--- config.mk ---
export PLATFORM = sky130hd
export DESIGN_NAME = page_free_list_allocator
export DESIGN_NICKNAME = d
export VERILOG_FILES = /design/src/hw/rtl/pfla_pkg.sv /design/src/hw/rtl/pfla_dp.sv /design/src/hw/rtl/pfla_ctrl.sv /design/src/hw/rtl/page_free_list_allocator.sv
export SDC_FILE = /design/constraint.sdc
export NUM_CORES = 2
export LEC_CHECK = 0
export BUFFER_PORTS_ARGS = -buffer_cell sky130_fd_sc_hd__buf_2
export CORE_MARGIN = 4
export CORE_UTILIZATION = 50
export CTS_BUF_LIST = sky130_fd_sc_hd__clkbuf_16
export CTS_CLUSTER_SIZE = 10
export DETAILED_ROUTE_END_ITERATION = 10
export PLACE_DENSITY = 0.77
export SYNTH_ARGS = -nofsm -noshare
export SYNTH_HDL_FRONTEND = slang
export SYNTH_SLANG_ARGS = --single-unit
--- constraint.sdc ---
create_clock -name clk_i -period 9.7 [get_ports clk_i]
set_input_delay 1.94 -clock clk_i [delete_from_list [all_inputs] [get_ports clk_i]]
set_output_delay 1.94 -clock clk_i [all_outputs]
set_load 0.05 [all_outputs]
--- src/hw/rtl/pfla_pkg.sv ---
// Package for the page free-list allocator.
// Holds command, status and state codes and the controller/datapath interface structs.
// No dependencies.
`default_nettype none

package pfla_pkg;

  // Default sizing for the top-level parameters
  localparam int unsigned MAX_PAGES_DEF  = 256;
  localparam int unsigned PAGE_BYTES_DEF = 4096;

  // Fixed field widths
  localparam int unsigned ADDR_W = 32;
  localparam int unsigned CMD_W  = 2;
  localparam int unsigned STAT_W = 2;
  localparam int unsigned CFG_IDX_W = 1;

  // Configuration register indexes
  localparam logic [CFG_IDX_W-1:0] CFG_HEAP_START = 1'b0;
  localparam logic [CFG_IDX_W-1:0] CFG_HEAP_END   = 1'b1;

  typedef enum logic [CMD_W-1:0] {
    CMD_ALLOC = 2'd0,
    CMD_FREE  = 2'd1,
    CMD_INIT  = 2'd2,
    CMD_NONE  = 2'd3
  } cmd_e;

  typedef enum logic [STAT_W-1:0] {
    STAT_OK     = 2'd0,
    STAT_EMPTY  = 2'd1,
    STAT_REJECT = 2'd2
  } status_e;

  typedef enum logic [2:0] {
    S_IDLE,
    S_ALLOC,
    S_FREE,
    S_INIT_SETUP,
    S_INIT_RUN
  } state_e;

  // Controller to datapath commands
  typedef struct packed {
    logic capture;     // latch transaction payload, read table at head
    logic alloc_fin;   // pop head, load result
    logic free_fin;    // check address, push if good, load result
    logic init_setup;  // empty the list, compute page count
    logic init_push;   // push next page of the init sweep
    logic res_ok;      // load a plain ok result
  } dp_cmd_t;

  // Datapath to controller status
  typedef struct packed {
    logic init_last;   // every page of the init sweep is pushed
  } dp_stat_t;

endpackage

`default_nettype wire

--- src/hw/rtl/pfla_dp.sv ---
// Datapath of the page free-list allocator: config registers, head register,
// next-index table memory, address checks and result registers. Uses pfla_pkg.
`default_nettype none

module pfla_dp
  import pfla_pkg::*;
#(
  parameter int unsigned MAX_PAGES  = MAX_PAGES_DEF,
  parameter int unsigned PAGE_BYTES = PAGE_BYTES_DEF
) (
  input  wire logic                 clk_i,
  input  wire logic                 rst_ni,
  input  wire logic                 cfg_we_i,
  input  wire logic [CFG_IDX_W-1:0] cfg_idx_i,
  input  wire logic [ADDR_W-1:0]    cfg_wdata_i,
  input  wire logic [ADDR_W-1:0]    page_address_i,
  input  wire dp_cmd_t              cmd_i,
  output dp_stat_t                  stat_o,
  output logic [ADDR_W-1:0]         granted_address_o,
  output logic [STAT_W-1:0]         status_o
);

  localparam int unsigned IDXW     = $clog2(MAX_PAGES + 1);
  localparam int unsigned MW       = (MAX_PAGES > 1) ? $clog2(MAX_PAGES) : 1;
  localparam int unsigned PAGE_LOG = $clog2(PAGE_BYTES);
  localparam int unsigned WW       = ADDR_W + 1;
  localparam logic [IDXW-1:0] NULL_IDX   = IDXW'(MAX_PAGES);
  localparam logic [WW-1:0]   PAGES_W    = WW'(MAX_PAGES);
  localparam logic [WW-1:0]   PAGE_MASK  = ~(WW'(PAGE_BYTES) - WW'(1));

  // Config registers; the rounded base is computed as heap_start is written
  logic [ADDR_W-1:0] heap_start_q, heap_end_q;
  logic [WW-1:0]     base_q, base_d;

  assign base_d = ({1'b0, cfg_wdata_i} + WW'(PAGE_BYTES - 1)) & PAGE_MASK;

  always_ff @(posedge clk_i or negedge rst_ni) begin
    if (!rst_ni) begin
      heap_start_q <= '0;
      heap_end_q   <= '0;
      base_q       <= '0;
    end else if (cfg_we_i) begin
      if (cfg_idx_i == CFG_HEAP_START) begin
        heap_start_q <= cfg_wdata_i;
        base_q       <= base_d;
      end else if (cfg_idx_i == CFG_HEAP_END) begin
        heap_end_q <= cfg_wdata_i;
      end
    end
  end

  // Latched free address
  logic [ADDR_W-1:0] addr_q;
  always_ff @(posedge clk_i) begin
    if (cmd_i.capture) begin
      addr_q <= page_address_i;
    end
  end

  // Free checks
  logic [WW-1:0]   off;
  logic [WW-1:0]   off_pg;
  logic            free_bad;
  assign off    = {1'b0, addr_q} - base_q;
  assign off_pg = off >> PAGE_LOG;
  assign free_bad = (addr_q[PAGE_LOG-1:0] != '0) ||
                    (addr_q < heap_start_q) ||
                    (addr_q >= heap_end_q) ||
                    ({1'b0, addr_q} < base_q) ||
                    (off_pg >= PAGES_W);

  // Init page count, clamped to the table size
  logic [WW-1:0]   span_pg;
  logic [IDXW-1:0] init_cnt;
  assign span_pg = ({1'b0, heap_end_q} - base_q) >> PAGE_LOG;
  always_comb begin
    if (base_q > {1'b0, heap_end_q}) begin
      init_cnt = '0;
    end else if (span_pg >= PAGES_W) begin
      init_cnt = NULL_IDX;
    end else begin
      init_cnt = span_pg[IDXW-1:0];
    end
  end

  // Head, sweep counter and page count
  logic [IDXW-1:0] head_q, head_d;
  logic [IDXW-1:0] cnt_q, cnt_d;
  logic [IDXW-1:0] count_q, count_d;
  logic [IDXW-1:0] rd_q;
  logic            head_null;

  assign head_null = (head_q >= NULL_IDX);

  // Table write port
  logic            mem_we;
  logic [MW-1:0]   mem_waddr;

  always_comb begin
    head_d    = head_q;
    cnt_d     = cnt_q;
    count_d   = count_q;
    mem_we    = 1'b0;
    mem_waddr = cnt_q[MW-1:0];
    if (cmd_i.alloc_fin && !head_null) begin
      head_d = rd_q;
    end
    if (cmd_i.free_fin && !free_bad) begin
      mem_we    = 1'b1;
      mem_waddr = off_pg[MW-1:0];
      head_d    = off_pg[IDXW-1:0];
    end
    if (cmd_i.init_setup) begin
      head_d  = NULL_IDX;
      cnt_d   = '0;
      count_d = init_cnt;
    end
    if (cmd_i.init_push) begin
      mem_we = 1'b1;
      head_d = cnt_q;
      cnt_d  = cnt_q + IDXW'(1);
    end
  end

  always_ff @(posedge clk_i or negedge rst_ni) begin
    if (!rst_ni) begin
      head_q  <= NULL_IDX;
      cnt_q   <= '0;
      count_q <= '0;
    end else begin
      head_q  <= head_d;
      cnt_q   <= cnt_d;
      count_q <= count_d;
    end
  end

  assign stat_o.init_last = (cnt_q == count_q);

  // Next-index table; each push links the new entry to the old head
  logic [IDXW-1:0] next_mem [MAX_PAGES];

  always_ff @(posedge clk_i) begin
    if (mem_we) begin
      next_mem[mem_waddr] <= head_q;
    end
  end

  always_ff @(posedge clk_i) begin
    if (cmd_i.capture) begin
      rd_q <= next_mem[head_q[MW-1:0]];
    end
  end

  // Result registers
  logic [WW-1:0]       grant_sum;
  logic [ADDR_W-1:0]   granted_q;
  logic [STAT_W-1:0]   status_q;

  assign grant_sum = base_q + (WW'(head_q) << PAGE_LOG);

  always_ff @(posedge clk_i) begin
    if (cmd_i.alloc_fin) begin
      granted_q <= head_null ? '0 : grant_sum[ADDR_W-1:0];
      status_q  <= head_null ? STAT_EMPTY : STAT_OK;
    end else if (cmd_i.free_fin) begin
      granted_q <= '0;
      status_q  <= free_bad ? STAT_REJECT : STAT_OK;
    end else if (cmd_i.res_ok) begin
      granted_q <= '0;
      status_q  <= STAT_OK;
    end
  end

  assign granted_address_o = granted_q;
  assign status_o          = status_q;

endmodule

`default_nettype wire

--- src/hw/rtl/pfla_ctrl.sv ---
// Controller of the page free-list allocator: command sequencing and the
// result strobe. Uses pfla_pkg; drives pfla_dp through dp_cmd_t.
`default_nettype none

module pfla_ctrl
  import pfla_pkg::*;
(
  input  wire logic             clk_i,
  input  wire logic             rst_ni,
  input  wire logic             start,
  input  wire logic [CMD_W-1:0] command_i,
  input  wire dp_stat_t         stat_i,
  output dp_cmd_t               cmd_o,
  output logic                  busy,
  output logic                  result_valid_o
);

  state_e state_q, state_d;
  logic   done_q, done_d;
  cmd_e   cmd_in;

  assign cmd_in = cmd_e'(command_i);

  // Next state
  always_comb begin
    state_d = state_q;
    case (state_q)
      S_IDLE: begin
        if (start) begin
          case (cmd_in)
            CMD_ALLOC: state_d = S_ALLOC;
            CMD_FREE:  state_d = S_FREE;
            CMD_INIT:  state_d = S_INIT_SETUP;
            default:   state_d = S_IDLE;
          endcase
        end
      end
      S_ALLOC:      state_d = S_IDLE;
      S_FREE:       state_d = S_IDLE;
      S_INIT_SETUP: state_d = S_INIT_RUN;
      S_INIT_RUN: begin
        if (stat_i.init_last) begin
          state_d = S_IDLE;
        end
      end
      default: state_d = S_IDLE;
    endcase
  end

  // Outputs
  always_comb begin
    cmd_o  = '0;
    done_d = 1'b0;
    case (state_q)
      S_IDLE: begin
        if (start) begin
          cmd_o.capture = 1'b1;
          if (cmd_in == CMD_NONE) begin
            cmd_o.res_ok = 1'b1;
            done_d       = 1'b1;
          end
        end
      end
      S_ALLOC: begin
        cmd_o.alloc_fin = 1'b1;
        done_d          = 1'b1;
      end
      S_FREE: begin
        cmd_o.free_fin = 1'b1;
        done_d         = 1'b1;
      end
      S_INIT_SETUP: begin
        cmd_o.init_setup = 1'b1;
      end
      S_INIT_RUN: begin
        if (stat_i.init_last) begin
          cmd_o.res_ok = 1'b1;
          done_d       = 1'b1;
        end else begin
          cmd_o.init_push = 1'b1;
        end
      end
      default: begin
        cmd_o = '0;
      end
    endcase
  end

  always_ff @(posedge clk_i or negedge rst_ni) begin
    if (!rst_ni) begin
      state_q <= S_IDLE;
      done_q  <= 1'b0;
    end else begin
      state_q <= state_d;
      done_q  <= done_d;
    end
  end

  assign busy           = (state_q != S_IDLE);
  assign result_valid_o = done_q;

endmodule

`default_nettype wire

--- src/hw/rtl/page_free_list_allocator.sv ---
// Page free-list allocator top level: LIFO list of fixed-size pages kept as a
// next-index table plus a head register. Alloc and free pass from acceptance
// through their own state, where the results load, to the result strobe; a
// new command is taken only back in idle. Init empties the list, then makes one
// table write per page; an unused command is answered from idle. The result
// strobe lasts one cycle. Reset empties the list and clears heap_start/heap_end;
// the table is not cleared. Depends on pfla_pkg, pfla_ctrl, pfla_dp.
`default_nettype none

module page_free_list_allocator
  import pfla_pkg::*;
#(
  parameter int unsigned MAX_PAGES  = MAX_PAGES_DEF,
  parameter int unsigned PAGE_BYTES = PAGE_BYTES_DEF
) (
  input  wire logic                 clk_i,
  input  wire logic                 rst_ni,
  input  wire logic                 cfg_we_i,
  input  wire logic [CFG_IDX_W-1:0] cfg_idx_i,
  input  wire logic [ADDR_W-1:0]    cfg_wdata_i,
  input  wire logic                 start,
  output logic                      busy,
  input  wire logic [CMD_W-1:0]     command_i,
  input  wire logic [ADDR_W-1:0]    page_address_i,
  output logic                      result_valid_o,
  output logic [ADDR_W-1:0]         granted_address_o,
  output logic [STAT_W-1:0]         status_o
);

  dp_cmd_t  dp_cmd;
  dp_stat_t dp_stat;

  // Sequencer
  pfla_ctrl u_ctrl (
    .clk_i          (clk_i),
    .rst_ni         (rst_ni),
    .start          (start),
    .command_i      (command_i),
    .stat_i         (dp_stat),
    .cmd_o          (dp_cmd),
    .busy           (busy),
    .result_valid_o (result_valid_o)
  );

  // List storage and checks
  pfla_dp #(
    .MAX_PAGES  (MAX_PAGES),
    .PAGE_BYTES (PAGE_BYTES)
  ) u_dp (
    .clk_i             (clk_i),
    .rst_ni            (rst_ni),
    .cfg_we_i          (cfg_we_i),
    .cfg_idx_i         (cfg_idx_i),
    .cfg_wdata_i       (cfg_wdata_i),
    .page_address_i    (page_address_i),
    .cmd_i             (dp_cmd),
    .stat_o            (dp_stat),
    .granted_address_o (granted_address_o),
    .status_o          (status_o)
  );

endmodule

`default_nettype wire

* After elaboration in Yosys (flattened, before gate mapping)
Memories as Yosys holds them, arrays and structs flattened. A register that Yosys moved wholly into a read port is not among the register bits.
Cells that the tools add are included.
Widths: inputs -> output; s select.
** Word-level totals
- Bits in registers :: 182
- RAM bits :: 2304
- Bits of input ports :: 71
- Output and inout port bits :: 36
- Logic and storage cells :: 92
- Memories kept :: 1
** Cells by class
- $add $sub $neg :: 5
- Magnitude comparators :: 7
- Equality and inequality tests :: 10
- Muxes and demuxes :: 38
- Bitwise logic cells :: 1
- Reductions and logical operators :: 19
** Memory list
- u_dp.next_mem :: words 256, bits a word 9, rd ports 1, clocked after Yosys merged registers in 1, wr ports 1, line pfla_dp.sv:140 : logic [IDXW-1:0] next_mem [MAX_PAGES];
** Operators with widths (number)
- $mux 32 :: 4
- $mux 9 :: 8
- $sub 32x33->33 :: 2
- $ge 21x9->1 const B :: 2
- $add 32x12->33 const B :: 1
- $gt 33x32->1 :: 1
- $lt 32x33->1 :: 1
- $add 32x21->32 :: 1
- $ge 32x32->1 :: 1
- $lt 32x32->1 :: 1
- $mux 1 :: 15
- $reduce_bool 12->1 :: 1
- $add 9x1->9 const B :: 1
- $eq 9x9->1 :: 1
- $ge 9x9->1 const B :: 1
- $pmux 3 s3 :: 1
- $mux 2 :: 4
- $mux 8 :: 1
- $eq 3x2->1 const B :: 2
- $mux 3 :: 2
- $pmux 2 s3 :: 1
- $reduce_and 2->1 :: 3
- $reduce_bool 3->1 :: 2
- $eq 2x2->1 const B :: 2
- 15 further kinds :: 21

* Logic depth before layout (Yosys ltp)
- Depth after elaboration :: 11
- Depth in mapped cells :: 18
- Depth with buffers taken out :: 14

* Cells and area by module
From an unflattened synthesis, not the netlist that was laid out.
** Unflattened totals
- Cells, all modules :: 4945
- Area, all modules :: 101330.9 um^2
** By module, submodules not included
- pfla_dp :: instances 1, cells each 4920, area each 101053.2 um^2, seq. area each 73882.1 um^2
- pfla_ctrl :: instances 1, cells each 25, area each 277.8 um^2, seq. area each 100.1 um^2

* Worst setup path after synthesis
Ideal clock, no wire load.
- Path type :: register -> register
- From :: reg u_dp.head_q[0]
- To :: reg u_dp.rd_q[0], read port of u_dp.next_mem (data pin)
- Data arrival time :: 6.532 ns
- Setup slack :: 2.896 ns
- Cell stages (with the launch flop) :: 8
- Period minus slack after synthesis :: 6.804 ns
- Cell sequence :: dfrtp_1 -> clkbuf_1 -> clkbuf_1 -> buf_1 -> mux4_2 -> mux4_2 -> mux4_2 -> mux4_2
** RTL lines
- from (decl) :: line pfla_dp.sv:87 : logic [IDXW-1:0] head_q, head_d;
- from (signal assigned) :: line pfla_dp.sv:127 : head_q <= NULL_IDX;
- from (signal assigned) :: line pfla_dp.sv:131 : head_q <= head_d;
- to (decl) :: line pfla_dp.sv:90 : logic [IDXW-1:0] rd_q;

* Worst setup path after layout
- From :: reg u_dp.addr_q[12]
- To :: mem u_dp.next_mem[233][8] (netlist bit) (enable)
** Between the ends
- Cells in the longest elaborated chain, start to end :: 11
- Elaborated cells between the ends (all ways) :: 16
- Classes of those cells :: add/sub: 1; order compare: 4; mux: 5; reduce/logical: 6
** Ends and longest elaborated chain
- from (decl) :: line pfla_dp.sv:53 : logic [ADDR_W-1:0] addr_q;
- from (signal assigned) :: line pfla_dp.sv:56 : addr_q <= page_address_i;
- branches (longest 11 deep; another with $sub 32x33->33)
- to (decl) :: line pfla_dp.sv:140
Parallel ways; which one is timed is not known.

==> metrics.md <==
| Metric | Value |
|---|---|
| Worst setup SP type | flip-flop |
| Max Slew Vio Count | 0 |
| Commonest cells in the synthesized netlist | edfxtp_1 (2,367), mux4_2 (765), nor2_1 (243), clkbuf_1 (167), nor3_1 (125) |
| Compound-gate portion of the synthesized area | 2.14% |
| Max frequency | 0.145 GHz |
| Least-Margin Pin Slew | 1.37 ns |
| Die H | 458 um |
| Required time of the critical path | 10.17 ns |
| Top-area cell type share of the netlist area | 70.2% |
| Total number of vias | 52,200 |
| Fillers | 13,800 |
| Critical path class | reg -> reg |
| Leakage | 36.5 nW |
| # H-tree levels | 5 |
| Crit. End Element | flip-flop |
| Layout Skew | 0.0748 ns |
| Critical-path maximum fanout | 13 |
| Relative slew slack | 8.92% |
| Root buffer cell | clkbuf_16 |
| Core Area | 200,000 sq um |
| Worst EP arrival | 7.38 ns |
| Fin cells | 7,960 |
| Nets | 5,420 |
| CTS Hold Buffers Added | 0 |
| First-pass GRT wire length | 373,000 um |
| Simple-gate share of the synthesized area | 3.21% |
| Worst VDD drop | 372 uV |
| Yosys top cell by area | edfxtp_1 |
| Most used DFF post-synth | edfxtp_1 |
| DRC violations left | 0 |
| Tcrit/Tclk final | 71.2% |
| Area Growth Syn to Fin | 12.3% |
| DP Wirelength | 144,000 um |
| Chip Width | 458 um |
| Hold Path Class | reg -> reg |
| Initial antenna violation count | 7 |
| CTS Buf Count | 302 |
| Post-CTS sizing | 0 |
| Setup TNS | 0 ns |
| Antenna Nets Post-Route | 0 |
| Detailed Route WL | 251,000 um |
| Register area share after synthesis | 73.1% |
| Share of layout cells above drive strength 1 | 28.0% |
| Placed Cells | 7,580 |
| Pwr Density | 291 nW/um^2 |
| Dominant cell by count in the synthesized netlist | edfxtp_1 |
| Wire per inst | 31.6 um |
| Clock latency on the worst-skew pair | 0.95 ns |
| Xor/xnor share of the synthesized area | 0.545% |
| Port Buf Inserts | 94 |
| Max-Cap Viols | 0 |
| Cell area after layout | 114,000 sq um |
| CTS tree | built |
| Total Routing Usage GR | 24.1% |
| # IOs | 107 |
| Row cnt | 164 |
| Largest family of logic cells by synthesized area | multiplexers |
| DRT iter0 DRCs | 7,782 |
| Tmin final | 6.90 ns |
| Vias per Instance | 6.56 |
| Pre-antenna DRT Iters | 9 |
| Maximum buffer depth of the clock tree | 4 |
| Post-synth EDFFs | 2,367 |
| Synth top area cells | edfxtp_1 (70%), mux4_2 (17%), dfrtp_1 (2.8%) |
| GR Overflow Total | 0 |
| Syn_area_per_cell | 20.5 sq um |
| Async SR Flop Fraction | 4.67% |
| Endpoints failing setup | 0 |
| Vias in the first global route | 53,000 |
| Reg clk slew, reported paths | 0.06 ns |
| Post-synthesis mux area share | 17.9% |
| Hold Vio Cnt, Final | 0 |
| Largest net degree at the start of global routing | 204 |
| Post-Syn Instances | 4,930 |
| Synth warn | 0 |
| GP Congestion | 0.906 |
| Synth unique cells | 83 |
| Full die area | 210,000 sq um |
| Status | complete, no violations |
| Starting density of the core | 50.5% |
| RSZ-0062 raised after global routing | no |
| # clock sinks | 2,483 |
| Setup Fix Bufs, Post-CTS | 0 |
| Yosys reg bits | 2,483 |
| Post-DP Area | 106,000 sq um |
| Post-Syn Area | 101,000 sq um |
| Adder-Cell Fraction of Synth Area | 1.51% |
-- critical path, cell delays in order, from the launching register on --
cell and delay, ns:
edfxtp_1 0.43, inv_1 0.09, ha_1 0.17, inv_1 0.05, fa_1 0.44, a21oi_1 0.29, o221ai_2 0.27, nand3_1 0.24
nor2_1 0.07, or4b_1 0.49, or3_1 0.38, nor4b_4 0.61, and3_1 0.98, a31oi_4 0.71, nor3_1 1.21
-- placed cells by master, fill, tap and decap left out, types with 7 or more instances in the layout --
cell          n
a2bb2oi_1     8
a21o_1       20
nand3_1      32
nand2b_1     20
xnor2_1      41
and3_1       13
o211ai_1     12
a31oi_1      11
nor3_1      122
buf_12        9
ha_1        117
nand4_1      25
edfxtp_1   2367
inv_1       170
nor3_2       20
mux4_2      765
o221ai_1      7
a31oi_4       8
dfrtp_4       8
mux2_2       58
mux2i_2       9
nor2b_1      17
nor2_1      242
mux2i_1      16
dfrtp_1     107
clkbuf_16   310
a21oi_1      79
buf_4       159
a211oi_1     10
buf_2        94
o21a_1        8
a221oi_1     14
xor2_1       22
conb_1       12
and2_1        8
or3_1         7
nor4_1       20
o21ai_0      97
nand2_1     122
-- path summary, 6_finish.rpt --
kind / end / slack, ns / depth (start not counted) / start
worst max register to register: u_dp.next_mem[233][8]$_DFFE_PP_ / 2.80 / 14 / u_dp.addr_q[12]$_DFFE_PP_
min in group asynchronous: u_dp.heap_end_q[9]$_DFFE_PN0P_ / 1.20 / 1 / rst_ni
max in group asynchronous: u_dp.head_q[5]$_DFFE_PN0P_ / 7.15 / 2 / rst_ni
worst min-delay path: u_dp.heap_start_q[17]$_DFFE_PN0P_ / 0.50 / 2 / u_dp.heap_start_q[17]$_DFFE_PN0P_
worst max-delay path: u_dp.next_mem[233][8]$_DFFE_PP_ / 2.80 / 14 / u_dp.addr_q[12]$_DFFE_PP_
worst min register to register: u_dp.heap_start_q[17]$_DFFE_PN0P_ / 0.50 / 2 / u_dp.heap_start_q[17]$_DFFE_PN0P_
-- state kept, by name, indices dropped and copies added (netlist names), 20 cells and up --
| signal | cells |
|---|---|
| u_dp.heap_start_q | 32 |
| u_dp.heap_end_q | 32 |
| u_dp.next_mem | 2304 |
| u_dp.granted_address_o | 20 |
| u_dp.base_q | 21 |
| u_dp.addr_q | 32 |
-- through the flow --
| stage | total power [mW] | hold slack, ns | utilization [%] | setup slack (ns) |
|---|---|---|---|---|
| 2_1_floorplan | 20.4 | 0.450 | - | 2.90 |
| 3_3_place_gp | 23.3 | 0.466 | 52.6 | 3.25 |
| 3_5_place_dp | 23.5 | 0.477 | 52.6 | 3.06 |
| 4_1_cts | 33.2 | 0.496 | 56.7 | 3.04 |
| 5_1_grt | 34.2 | 0.509 | 56.7 | 2.64 |
| 6_report | 33.1 | 0.495 | 56.7 | 2.80 |
-- area by class of cell --
type | instances | area (sq um) | share of cell area, %
well taps | 2656 | 3320 | 2.92
clock buffers | 310 | 7760 | 6.83
inverters | 122 | 458 | 0.403
diodes | 5 | 12.5 | 0.0110
multi-input cells | 2058 | 25900 | 22.8
clock inverters | 64 | 329 | 0.290
flip-flops and latches | 2483 | 74000 | 65.1
repair buffers | 262 | 1840 | 1.62
-- per-layer routing --
| layer | global-route usage [%] | vias to the layer above | wire length, um |
|---|---|---|---|
| met4 | 9.49 | 4 | 11300 |
| li1 | - | 20900 | - |
| met2 | 38.1 | 3417 | 121000 |
| met3 | 5.10 | 609 | 25600 |
| met5 | 0 | - | 15 |
| met1 | 33.2 | 27300 | 93000 |
-- kinds of logic (layout without fill, tap and decap cells) --
kind of cell | Yosys count | in the layout
AO/OA/AOI/OAI | 337 | 337
XOR/XNOR | 63 | 63
adder cells (fa/ha/maj) | 120 | 120
buffers and inverters | 400 | 758
flip-flops | 2483 | 2483
multiplexers | 848 | 848
other | 1 | 17
AND/OR/NAND/NOR | 678 | 678
-- report_power, final --
part           switching [mW]  internal, mW
logic                    5.66          4.01
registers               0.349          13.4
clock network            4.01          5.66
No activity file was read; power rests on OpenSTA's default activity.
